--- config.mk ---
export PLATFORM = sky130hd
export DESIGN_NAME = job_priority_queue_core
export DESIGN_NICKNAME = d
export VERILOG_FILES = /design/src/rtl/jpq_pkg.sv /design/src/rtl/job_priority_queue_core.sv /design/src/rtl/jpq_entry_ram.sv /design/src/rtl/jpq_cmp.sv
export SDC_FILE = /design/constraint.sdc
export NUM_CORES = 1
export LEC_CHECK = 0
export ABC_CLOCK_PERIOD_IN_PS = 12530
export BUFFER_PORTS_ARGS = -buffer_cell sky130_fd_sc_hd__buf_2
export CAP_MARGIN = 20
export CORE_MARGIN = 10
export CORE_UTILIZATION = 25
export DETAILED_ROUTE_END_ITERATION = 7
export PLACE_DENSITY = 0.41
export SLEW_MARGIN = 20
export SYNTH_ARGS = -nofsm -noshare
export SYNTH_HDL_FRONTEND = slang
export SYNTH_SLANG_ARGS = --single-unit
--- constraint.sdc ---
create_clock -name clock -period 12.53 [get_ports clock]
set_input_delay 2.506 -clock clock [delete_from_list [all_inputs] [get_ports clock]]
set_output_delay 2.506 -clock clock [all_outputs]
set_load 0.1 [all_outputs]
--- src/rtl/jpq_pkg.sv ---
`timescale 1ns / 1ps
// ----------------------------------------------------------------------------
// jpq_pkg
// Shared codes and types for the job priority queue: operation and status
// codes, the id width and the compare unit's result bundle.
// ----------------------------------------------------------------------------
package jpq_pkg;

   localparam int ID_BITS     = 32;
   localparam int OP_BITS     = 2;
   localparam int STATUS_BITS = 2;

   // operation codes
   localparam logic [OP_BITS-1:0] OP_ADD   = 2'd0;
   localparam logic [OP_BITS-1:0] OP_TAKE  = 2'd1;
   localparam logic [OP_BITS-1:0] OP_FIND  = 2'd2;
   localparam logic [OP_BITS-1:0] OP_CLEAR = 2'd3;

   // status codes
   localparam logic [STATUS_BITS-1:0] STATUS_OK   = 2'd0;
   localparam logic [STATUS_BITS-1:0] STATUS_BUSY = 2'd1;
   localparam logic [STATUS_BITS-1:0] STATUS_FULL = 2'd2;
   localparam logic [STATUS_BITS-1:0] STATUS_NONE = 2'd3;

   typedef struct packed {
      logic prio_lower;  // entry priority below the key priority
      logic id_match;    // entry id equals the key id
   } cmp_result_type;

endpackage

--- src/rtl/job_priority_queue_core.sv ---
`timescale 1ns / 1ps
// ----------------------------------------------------------------------------
// job_priority_queue_core
// Bounded job queue in priority order. Jobs of equal priority leave in
// arrival order. Add / take / find / clear, one response per request.
// ----------------------------------------------------------------------------
//
//  channel   direction  handshake              payload
//  req_      in         req_valid / req_ready  operation, job_tag, priority_req,
//                                              job_idle, find_id
//  rsp_      out        rsp_valid / rsp_ready  status, job_id, out_tag,
//                                              queue_count, nonempty
//
//  Add walks past the jobs of lower priority, take shifts the remaining jobs
//    down, find scans from the head to the match; clear and rejected requests
//    go straight to the response. The single read port of the entry RAM
//    sets this pace: entries are walked and shifted one per cycle.
//  Reset (synchronous) empties the queue and zeroes the id counter; no
//    clearing pass, the entry RAM's read data is only used below the fill count.
//  A finished response waits in the output register while the next request
//    is taken; a response that finds that register still full stalls there.
//
module job_priority_queue_core #(
   parameter int QUEUE_DEPTH   = 16,
   parameter int TAG_BITS      = 16,
   parameter int PRIORITY_BITS = 3
) (
   input  logic                                   clock,
   input  logic                                   reset,
   // request channel
   input  logic                                   req_valid,
   output logic                                   req_ready,
   input  logic [jpq_pkg::OP_BITS-1:0]            req_operation,
   input  logic [TAG_BITS-1:0]                    req_job_tag,
   input  logic [PRIORITY_BITS-1:0]               req_priority_req,
   input  logic                                   req_job_idle,
   input  logic [jpq_pkg::ID_BITS-1:0]            req_find_id,
   // response channel
   output logic                                   rsp_valid,
   input  logic                                   rsp_ready,
   output logic [jpq_pkg::STATUS_BITS-1:0]        rsp_status,
   output logic [jpq_pkg::ID_BITS-1:0]            rsp_job_id,
   output logic [TAG_BITS-1:0]                    rsp_out_tag,
   output logic [$clog2(QUEUE_DEPTH+1)-1:0]       rsp_queue_count,
   output logic                                   rsp_nonempty
);

   localparam int AW = $clog2(QUEUE_DEPTH);
   localparam int CW = $clog2(QUEUE_DEPTH + 1);
   localparam int IW = jpq_pkg::ID_BITS;
   localparam int EW = TAG_BITS + PRIORITY_BITS + IW;

   typedef enum logic [2:0] {
      S_IDLE,
      S_ADD_CMP,    // walk from the tail, shifting lower-priority entries up
      S_ADD_PUT,    // write the new entry at the slot found
      S_TAKE_HEAD,  // head entry arrives from the RAM
      S_TAKE_SHIFT, // move the remaining entries down one slot
      S_FIND,       // scan from the head for a matching id
      S_RESP        // hand the result to the output register
   } state_type;

   state_type                        state_ff;
   logic [CW-1:0]                    occ_ff;
   logic [CW-1:0]                    idx_ff;
   logic [IW-1:0]                    next_id_ff;
   logic [TAG_BITS-1:0]              key_tag_ff;
   logic [PRIORITY_BITS-1:0]         key_prio_ff;
   logic [IW-1:0]                    key_id_ff;
   logic [jpq_pkg::STATUS_BITS-1:0]  res_status_ff;
   logic [IW-1:0]                    res_id_ff;
   logic [TAG_BITS-1:0]              res_tag_ff;

   logic                             rsp_valid_ff;
   logic [jpq_pkg::STATUS_BITS-1:0]  rsp_status_ff;
   logic [IW-1:0]                    rsp_job_id_ff;
   logic [TAG_BITS-1:0]              rsp_out_tag_ff;
   logic [CW-1:0]                    rsp_count_ff;

   // RAM ports
   logic                             wr_en;
   logic [AW-1:0]                    wr_addr;
   logic [EW-1:0]                    wr_data;
   logic [CW-1:0]                    rd_addr_full;
   logic [CW-1:0]                    wr_addr_full;
   logic [EW-1:0]                    rd_data;

   // fields of the entry just read
   logic [TAG_BITS-1:0]              ent_tag;
   logic [PRIORITY_BITS-1:0]         ent_prio;
   logic [IW-1:0]                    ent_id;
   logic [EW-1:0]                    new_entry;

   jpq_pkg::cmp_result_type          cmp;
   logic                             rsp_free;
   logic                             last_idx;

   assign ent_tag   = rd_data[TAG_BITS-1:0];
   assign ent_prio  = rd_data[TAG_BITS +: PRIORITY_BITS];
   assign ent_id    = rd_data[TAG_BITS+PRIORITY_BITS +: IW];
   assign new_entry = {key_id_ff, key_prio_ff, key_tag_ff};

   assign rsp_free  = !rsp_valid_ff || rsp_ready;
   assign last_idx  = ((idx_ff + CW'(1)) == occ_ff);
   assign req_ready = (state_ff == S_IDLE);

   // read address: issued in the cycle before its data is used
   always_comb begin
      unique case (state_ff)
         S_IDLE: begin
            if (req_operation == jpq_pkg::OP_ADD) begin
               rd_addr_full = occ_ff - CW'(1);
            end else begin
               rd_addr_full = '0;
            end
         end
         S_ADD_CMP:    rd_addr_full = idx_ff - CW'(2);
         S_TAKE_HEAD:  rd_addr_full = idx_ff;
         S_TAKE_SHIFT: rd_addr_full = idx_ff + CW'(1);
         S_FIND:       rd_addr_full = idx_ff + CW'(1);
         default:      rd_addr_full = '0;
      endcase
   end

   // write port: shifts and the final insert
   always_comb begin
      wr_en        = 1'b0;
      wr_addr_full = idx_ff;
      wr_data      = new_entry;
      unique case (state_ff)
         S_ADD_CMP: begin
            wr_en = 1'b1;
            if (cmp.prio_lower) begin
               wr_data = rd_data;
            end
         end
         S_ADD_PUT: begin
            wr_en = 1'b1;
         end
         S_TAKE_SHIFT: begin
            wr_en        = 1'b1;
            wr_addr_full = idx_ff - CW'(1);
            wr_data      = rd_data;
         end
         default: begin
            wr_en = 1'b0;
         end
      endcase
   end

   assign wr_addr = wr_addr_full[AW-1:0];

   jpq_entry_ram #(
      .DEPTH (QUEUE_DEPTH),
      .WIDTH (EW)
   ) u_ram (
      .clock   (clock),
      .wr_en   (wr_en),
      .wr_addr (wr_addr),
      .wr_data (wr_data),
      .rd_addr (rd_addr_full[AW-1:0]),
      .rd_data (rd_data)
   );

   jpq_cmp #(
      .PRIORITY_BITS (PRIORITY_BITS)
   ) u_cmp (
      .entry_prio (ent_prio),
      .entry_id   (ent_id),
      .key_prio   (key_prio_ff),
      .key_id     (key_id_ff),
      .result     (cmp)
   );

   // sequencer
   always_ff @(posedge clock) begin
      if (reset) begin
         state_ff     <= S_IDLE;
         occ_ff       <= '0;
         next_id_ff   <= '0;
         idx_ff       <= '0;
         rsp_valid_ff <= 1'b0;
      end else begin
         if (rsp_valid_ff && rsp_ready) begin
            rsp_valid_ff <= 1'b0;
         end

         unique case (state_ff)
            S_IDLE: begin
               if (req_valid) begin
                  key_tag_ff  <= req_job_tag;
                  key_prio_ff <= req_priority_req;
                  key_id_ff   <= req_find_id;
                  res_tag_ff  <= '0;
                  res_id_ff   <= '0;
                  state_ff    <= S_RESP;
                  unique case (req_operation)
                     jpq_pkg::OP_ADD: begin
                        if (!req_job_idle) begin
                           res_status_ff <= jpq_pkg::STATUS_BUSY;
                           res_id_ff     <= '1;
                        end else if (occ_ff == CW'(QUEUE_DEPTH)) begin
                           res_status_ff <= jpq_pkg::STATUS_FULL;
                           res_id_ff     <= '1;
                        end else begin
                           res_status_ff <= jpq_pkg::STATUS_OK;
                           res_id_ff     <= next_id_ff;
                           key_id_ff     <= next_id_ff;
                           next_id_ff    <= next_id_ff + IW'(1);
                           idx_ff        <= occ_ff;
                           state_ff      <= (occ_ff == '0) ? S_ADD_PUT : S_ADD_CMP;
                        end
                     end
                     jpq_pkg::OP_TAKE: begin
                        if (occ_ff == '0) begin
                           res_status_ff <= jpq_pkg::STATUS_NONE;
                        end else begin
                           idx_ff   <= CW'(1);
                           state_ff <= S_TAKE_HEAD;
                        end
                     end
                     jpq_pkg::OP_FIND: begin
                        if (occ_ff == '0) begin
                           res_status_ff <= jpq_pkg::STATUS_NONE;
                        end else begin
                           idx_ff   <= '0;
                           state_ff <= S_FIND;
                        end
                     end
                     jpq_pkg::OP_CLEAR: begin
                        res_status_ff <= jpq_pkg::STATUS_OK;
                        occ_ff        <= '0;
                     end
                     default: begin
                        res_status_ff <= jpq_pkg::STATUS_OK;
                     end
                  endcase
               end
            end

            S_ADD_CMP: begin
               // rd_data holds the entry at idx - 1
               if (cmp.prio_lower) begin
                  idx_ff <= idx_ff - CW'(1);
                  if (idx_ff == CW'(1)) begin
                     state_ff <= S_ADD_PUT;
                  end
               end else begin
                  occ_ff   <= occ_ff + CW'(1);
                  state_ff <= S_RESP;
               end
            end

            S_ADD_PUT: begin
               occ_ff   <= occ_ff + CW'(1);
               state_ff <= S_RESP;
            end

            S_TAKE_HEAD: begin
               res_status_ff <= jpq_pkg::STATUS_OK;
               res_id_ff     <= ent_id;
               res_tag_ff    <= ent_tag;
               if (occ_ff == CW'(1)) begin
                  occ_ff   <= '0;
                  state_ff <= S_RESP;
               end else begin
                  state_ff <= S_TAKE_SHIFT;
               end
            end

            S_TAKE_SHIFT: begin
               if (last_idx) begin
                  occ_ff   <= occ_ff - CW'(1);
                  state_ff <= S_RESP;
               end else begin
                  idx_ff <= idx_ff + CW'(1);
               end
            end

            S_FIND: begin
               // first match nearest the head wins
               if (cmp.id_match) begin
                  res_status_ff <= jpq_pkg::STATUS_OK;
                  res_id_ff     <= ent_id;
                  res_tag_ff    <= ent_tag;
                  state_ff      <= S_RESP;
               end else if (last_idx) begin
                  res_status_ff <= jpq_pkg::STATUS_NONE;
                  state_ff      <= S_RESP;
               end else begin
                  idx_ff <= idx_ff + CW'(1);
               end
            end

            S_RESP: begin
               if (rsp_free) begin
                  rsp_valid_ff   <= 1'b1;
                  rsp_status_ff  <= res_status_ff;
                  rsp_job_id_ff  <= res_id_ff;
                  rsp_out_tag_ff <= res_tag_ff;
                  rsp_count_ff   <= occ_ff;
                  state_ff       <= S_IDLE;
               end
            end

            default: begin
               state_ff <= S_IDLE;
            end
         endcase
      end
   end

   assign rsp_valid       = rsp_valid_ff;
   assign rsp_status      = rsp_status_ff;
   assign rsp_job_id      = rsp_job_id_ff;
   assign rsp_out_tag     = rsp_out_tag_ff;
   assign rsp_queue_count = rsp_count_ff;
   assign rsp_nonempty    = (rsp_count_ff != '0);

endmodule

--- src/rtl/jpq_entry_ram.sv ---
`timescale 1ns / 1ps
// ----------------------------------------------------------------------------
// jpq_entry_ram
// Entry store of the queue: one write port, one read port with registered
// read data. Contents are undefined until written.
// ----------------------------------------------------------------------------
module jpq_entry_ram #(
   parameter int DEPTH = 16,
   parameter int WIDTH = 51
) (
   input  logic                     clock,
   input  logic                     wr_en,
   input  logic [$clog2(DEPTH)-1:0] wr_addr,
   input  logic [WIDTH-1:0]         wr_data,
   input  logic [$clog2(DEPTH)-1:0] rd_addr,
   output logic [WIDTH-1:0]         rd_data
);

   logic [WIDTH-1:0] mem [DEPTH];
   logic [WIDTH-1:0] rd_data_ff;

   always_ff @(posedge clock) begin
      if (wr_en) begin
         mem[wr_addr] <= wr_data;
      end
      rd_data_ff <= mem[rd_addr];
   end

   assign rd_data = rd_data_ff;

endmodule

--- src/rtl/jpq_cmp.sv ---
`timescale 1ns / 1ps
// ----------------------------------------------------------------------------
// jpq_cmp
// Shared compare unit: checks one stored entry against the key of the
// transaction in progress (priority order for insert, id match for find).
// ----------------------------------------------------------------------------
module jpq_cmp #(
   parameter int PRIORITY_BITS = 3
) (
   input  logic [PRIORITY_BITS-1:0]    entry_prio,
   input  logic [jpq_pkg::ID_BITS-1:0] entry_id,
   input  logic [PRIORITY_BITS-1:0]    key_prio,
   input  logic [jpq_pkg::ID_BITS-1:0] key_id,
   output jpq_pkg::cmp_result_type     result
);

   always_comb begin
      result.prio_lower = (entry_prio < key_prio);
      result.id_match   = (entry_id == key_id);
   end

endmodule

# After elaboration in Yosys (flattened, before gate mapping)
# Memory sizes are Yosys's and may differ from the RTL's. A register that Yosys moved wholly into a read port is not among the register bits.
# Index checks and enable logic that the tools add are counted.
# word_totals
out_inout_bits	58
memories	1
romBits	0
latchBits	0
mem_bits_rw	816
regBits	202
input_bits	58
# op_classes
order_cmp	1
n_addsub	6
n_bitwise	2
n_eq_ne	31
reduce_logical	21
muxes	61
shift	0
n_mul	0
div	0
# memory_table
name	depth	word_bits	read_ports	rd_ports_with_merged_regs	wr	line_no	source
u_ram.mem	16	51	1	1	1	jpq_entry_ram.sv:19	logic [WIDTH-1:0] mem [DEPTH];
# ops
op	n
32-bit 2-to-1 mux	8
51-bit case mux with 2 select lines	1
32-bit case mux with 3 select lines	1
5-bit 2-to-1 mux	13
51-bit 2-to-1 mux	1
16-bit case mux with 3 select lines	1
32-bit by 1-bit adder with 32-bit output (second input constant)	1
32-bit equality test	1
16-bit 2-to-1 mux	2
3-bit 2-to-1 mux	9
5-bit case mux with 5 select lines	1
3-bit case mux with 7 select lines	1
5-bit case mux with 4 select lines	1
2-bit 2-to-1 mux	9
3-bit inequality test (second input constant)	6
2-bit inequality test (second input constant)	8
4-bit case mux with 4 select lines	1
5-bit case mux with 3 select lines	1
2-bit case mux with 3 select lines	2
5-bit by 1-bit adder with 5-bit output (second input constant)	2
5-bit by 1-bit equality test with 1-bit output (second input constant)	2
5-bit AND reduction	2
5-bit nonzero test	2
5-bit by 1-bit subtractor with 5-bit output (second input constant)	2
30 further kinds	44

# Depth between registers and ports, before layout
# logic_depth
word_depth	7
depth_mapped	12
mapped_depth_nobuf	8

# Hierarchy
# From an unflattened synthesis, not the netlist that was laid out.
# unflattened
cells_unflattened	2168
hier_area_um2	41578.6
# by_module_without_submodules
module	seq_area_each_um2	area_per_inst_um2	cells_each	n_inst
jpq_entry_ram	25524.5	31611.6	1320	1
job_priority_queue_core	5605.4	9569.2	798	1
jpq_cmp	0.0	397.9	50	1

# Worst setup path before layout
# Ideal clock, no wire load.
# synth_path
path_kind	input to register
from	input req_valid
to	register key_id_ff[0] (enable)
arrival_time_ps	5252
path_buffers	1
cell_stages	3
setup_slack_ps	6817
path_cell_list	or4b_4 -> buf_6 -> nor2_1
# synth_between
elab_chain_cells	1
# synth_lines
item	line_no	source
start: declaration	job_priority_queue_core.sv:31	input logic req_valid,
3-bit AND reduction (no line)	n/a	
end signal: assignment	job_priority_queue_core.sv:193	key_id_ff <= req_find_id;
end signal: assignment	job_priority_queue_core.sv:208	key_id_ff <= next_id_ff;
end: declaration	job_priority_queue_core.sv:69	logic [IW-1:0] key_id_ff;
# No other way between the ends.
# A chain may end at the register's enable or synchronous reset.

# Worst setup path in the final report
# layout_path
from	input req_operation[0] (netlist bit)
to	register u_ram.rd_data_ff[49], in the netlist u_ram.rd_data[49], read port of u_ram.mem
# layout_between
elab_chain_cells	3
# layout_lines
item	line_no	source
start: declaration	job_priority_queue_core.sv:33	input logic [jpq_pkg::OP_BITS-1:0] req_operation,
2-bit zero test	job_priority_queue_core.sv:111	if (req_operation == jpq_pkg::OP_ADD) begin
4-bit 2-to-1 mux	job_priority_queue_core.sv:111	
4-bit case mux with 4 select lines	job_priority_queue_core.sv:109	unique case (state_ff)
end: declaration	jpq_entry_ram.sv:20	logic [WIDTH-1:0] rd_data_ff;
# No other way between the ends.

==> metrics.csv <==
stage,metric,value,unit
logic_synthesis,"Cell Area, Synth",42700,um^2
floorplan,Die Area,188000,um^2
clocking,setup bufs post-CTS,0,
grt,antenna violations before repair,8,
grt,vias in the first global route,26372,
route,ANT nets after route,0,
timing,Worst Skew,55.1,ps
clocking,CTS clock-pin slew for the worst setup and hold paths,60,ps
min_path,Hold Crit Depth,0,
run_status,status,"finished, final reports clean",
worst_setup_path,Crit. End Element,flip-flop,
power_and_ir_drop,PD cells,231,nW/um^2
timing,Max-slew headroom,0.189,
job,Max Cap Viol,0,
worst_setup_path,crit-path cells,"buf_2, inv_1, ha_2, buf_4, nor4b_1, o31a_2, buf_4, buf_4, nor3_1, a211oi_1, a32oi_1, nand3_1",
clocking,"Hold-fix buffers, CTS",0,
route,Avg WL per Cell,22.8,um
logic_synthesis,Syn Inst Count,3375,
cells_and_area,flip-flop and latch area,31100,um^2
clocking,post_cts resized,0,
floorplan,Cell Rows,151,
route,first-iteration detailed-routing DRC count,1998,
clocking,Root Buffer,clkbuf_16,
timing,Final period util,0.486,
timing,Fin. Hold Viols,0,
worst_setup_path,CP arrival,6780,ps
cells_and_area,area grow syn2layout,16.5,%
route,DRT Pass-1 Iters,5,
floorplan,Die Wd,433,um
logic_synthesis,Synth async-reset ratio,0,
placed_design,DP Wirelength,70300,um
power_and_ir_drop,Leak,16.8,nW
floorplan,starting density of the core,0.252,
worst_setup_path,Slowest cell on crit path,buf_4,
worst_setup_path,Worst R2R Start,idx_ff[0],
clocking,H-tree depth,3,
power_and_ir_drop,maximum vdd drop,0.145,mV
clocking,Skew-Pair Late Insertion Delay,760,ps
clocking,TritonCTS Buffers,117,
placed_design,Post-DP Area,45900,um^2
grt,All-Layer GR Usage,0.137,
logic_synthesis,post-synthesis net count,3451,
timing,final setup TNS,0,ps
timing,min cycle time layout,6080,ps
route,routed via count,26662,
min_path,Hold Path Sink,rsp_out_tag[1],
timing,Finish-stage setup viols,0,
cells_and_area,Final Instance Area,49700,um^2
worst_setup_path,R2R setup slack,7950,ps
timing,"Slew Viols, Final",0,
timing,RSZ-0062 raised after global routing,no,
floorplan,io pins,116,
cells_and_area,nets,3539,
cells_and_area,share of layout cells above drive strength 1,0.133,
timing,Max Freq,164,MHz
grt,GRT overflow,0,
timing,Worst Max-Slew Pin Slew,1220,ps
logic_synthesis,Ys Warns,0,
power_and_ir_drop,Overall Power,11.5,mW
logic_synthesis,Synth cell types,69,
worst_setup_path,CP Launch Type,input port,
worst_setup_path,Reg2Reg Depth,10,
route,routed wire length,132000,um
min_path,Hold Path Class,reg -> reg,
min_path,worst hold start,res_tag_ff[1],
route,DRC viols,0,
logic_synthesis,"EDFF count, synth",972,
worst_setup_path,Critical Path RT,13230,ps
floorplan,core box area,169000,um^2
clocking,CTS tree,built,
route,vias per cell,4.61,
logic_synthesis,"Primary FF master, synth",edfxtp_1,
logic_synthesis,Post-Syn Area per Cell,12.6,um^2
placed_design,IO buf count,115,
clocking,CTS Buffer Depth,3,
floorplan,Die H,433,um
cells_and_area,diode count,0,
worst_setup_path,CP dominant cell by count,buf_4,
worst_setup_path,"slowest stage delay, CP",810,ps
placed_design,routability cong.,0.737,
logic_synthesis,"Seq/Total Area, Yosys",0.730,
worst_setup_path,worst r2r dst,u_ram.rd_data[2],
worst_setup_path,CP Class,in -> reg,
cells_and_area,area of the multi-input gates,10900,um^2
grt,first-pass GRT wire length,191000,um
clocking,CTS sink count,1069,
logic_synthesis,Yosys reg bits,1069,
grt,largest net degree at the start of global routing,139,
worst_setup_path,"Max FO, Critical Path",68,
cells_and_area,# fillers,17134,
==> cells in the mapped netlist (all sizes together), types with 6 or more instances <==
library cell | count | area, um^2
nand3 | 631 | 3160
and3 | 9 | 56.3
clkbuf | 177 | 664
buf | 28 | 139
mux2 | 82 | 923
edfxtp | 972 | 29200
a211oi | 6 | 45.0
inv | 18 | 67.6
a21oi | 21 | 105
nand4 | 57 | 357
nor2b | 8 | 50.1
nor3 | 14 | 75.1
nor4 | 15 | 124
xor2 | 61 | 534
a31oi | 37 | 231
nor2 | 101 | 379
o21ai | 19 | 95.1
and2 | 19 | 119
ha | 18 | 225
xnor2 | 17 | 149
dfxtp | 97 | 1940
nand2 | 890 | 3340
==> worst max-delay path: cells and delay by family <==
| kind | cells | cell delay [ps] |
|---|---|---|
| adder cells (fa/ha/maj) | 1 | 170 |
| AND/OR/NAND/NOR | 3 | 840 |
| buffers and inverters | 5 | 2180 |
| AO/OA/AOI/OAI | 3 | 920 |
==> logic make-up (layout without fill, tap and decap cells) <==
logic type | Yosys count | in the layout | share of synthesized area
simple gates | 1775 | 1775 | 0.186
flops | 1069 | 1069 | 0.730
buf+inv | 223 | 415 | 0.0204
compound gates | 127 | 127 | 0.0204
mux | 85 | 85 | 0.0224
xor+xnor | 78 | 78 | 0.0160
fa+ha+maj | 18 | 18 | 0.00528
==> routing by layer <==
| metal | routed length, um | track usage | vias to the layer above |
|---|---|---|---|
| met5 | 89 | 0 | - |
| met4 | 3220 | 0.0407 | 12 |
| met3 | 5730 | 0.0197 | 170 |
| met2 | 61400 | 0.221 | 587 |
| met1 | 61600 | 0.191 | 13500 |
| li1 | - | - | 12393 |
==> worst max path at each step <==
stage	slack [ps]	depth (start not counted)	start	end
after detailed placement	5700	12	req_operation[0]	u_ram.rd_data[49]
after CTS	6530	12	req_operation[0]	u_ram.rd_data[49]
after global routing	6140	12	req_operation[1]	u_ram.rd_data[49]
after floorplan	6820	3	req_valid	key_id_ff[0]
final	6450	12	req_operation[0]	u_ram.rd_data[49]
after global placement	5670	12	req_operation[0]	u_ram.rd_data[49]
==> sequential cells by signal (all words and copies together), names as in the netlist <==
| signal | flops |
|---|---|
| rsp_valid | 1 |
| next_id_ff | 32 |
| rsp_queue_count | 5 |
| res_status_ff | 2 |
| rsp_out_tag | 16 |
| res_tag_ff | 16 |
| res_id_ff | 32 |
| rsp_job_id | 32 |
| state_ff | 3 |
| u_ram.mem | 816 |
| key_prio_ff | 3 |
| key_tag_ff | 16 |
| rsp_status | 2 |
| key_id_ff | 32 |
| idx_ff | 5 |
| occ_ff | 5 |
| u_ram.rd_data | 51 |
==> cell usage in the layout, fill, tap and decap left out, drive strengths merged, types with 3 or more instances in the layout <==
cell,instances
and2,19
nand3b,3
nand3,631
xor2,61
a21boi,3
buf,174
o32ai,3
mux2,82
o221ai,4
bufinv,8
or2,4
nor4b,3
nand2,890
o21a,3
a21oi,21
o21ai,19
nor2,101
dfxtp,97
nor3,14
clkinvlp,7
xnor2,17
a31oi,37
and4,4
clkinv,45
ha,18
or3,5
inv,23
nand4,57
and3,9
mux2i,3
nor4,15
clkbuf,158
nand2b,3
a211oi,6
o221a,4
nor2b,8
edfxtp,972
==> area by class of cell <==
type / count / area share
clock buffers: 158 / 0.0634
clock inverters: 65 / 0.0126
inverters: 18 / 0.00136
multi-input cells: 2083 / 0.219
flip-flops and latches: 1069 / 0.626
well taps: 2218 / 0.0558
repair buffers: 174 / 0.0215
==> metrics by stage <==
stage	setup slack, ps	utilization	cells	hold slack (ps)
detailed placement	5700	0.271	5562	405
finish	6450	0.293	5785	418
global route	6140	0.293	5785	421
global placement	5670	0.271	5560	402
CTS	6530	0.293	5785	418
floorplan	6820	-	3375	400
==> report_power, final <==
group / leakage, nW / internal [mW] / switching (mW)
Sequential: 9.61 / 4.67 / 0.259
Clock: 1.82 / 1.94 / 1.47
Combinational: 5.35 / 0.774 / 2.38
No activity file was read; power rests on OpenSTA's default activity.
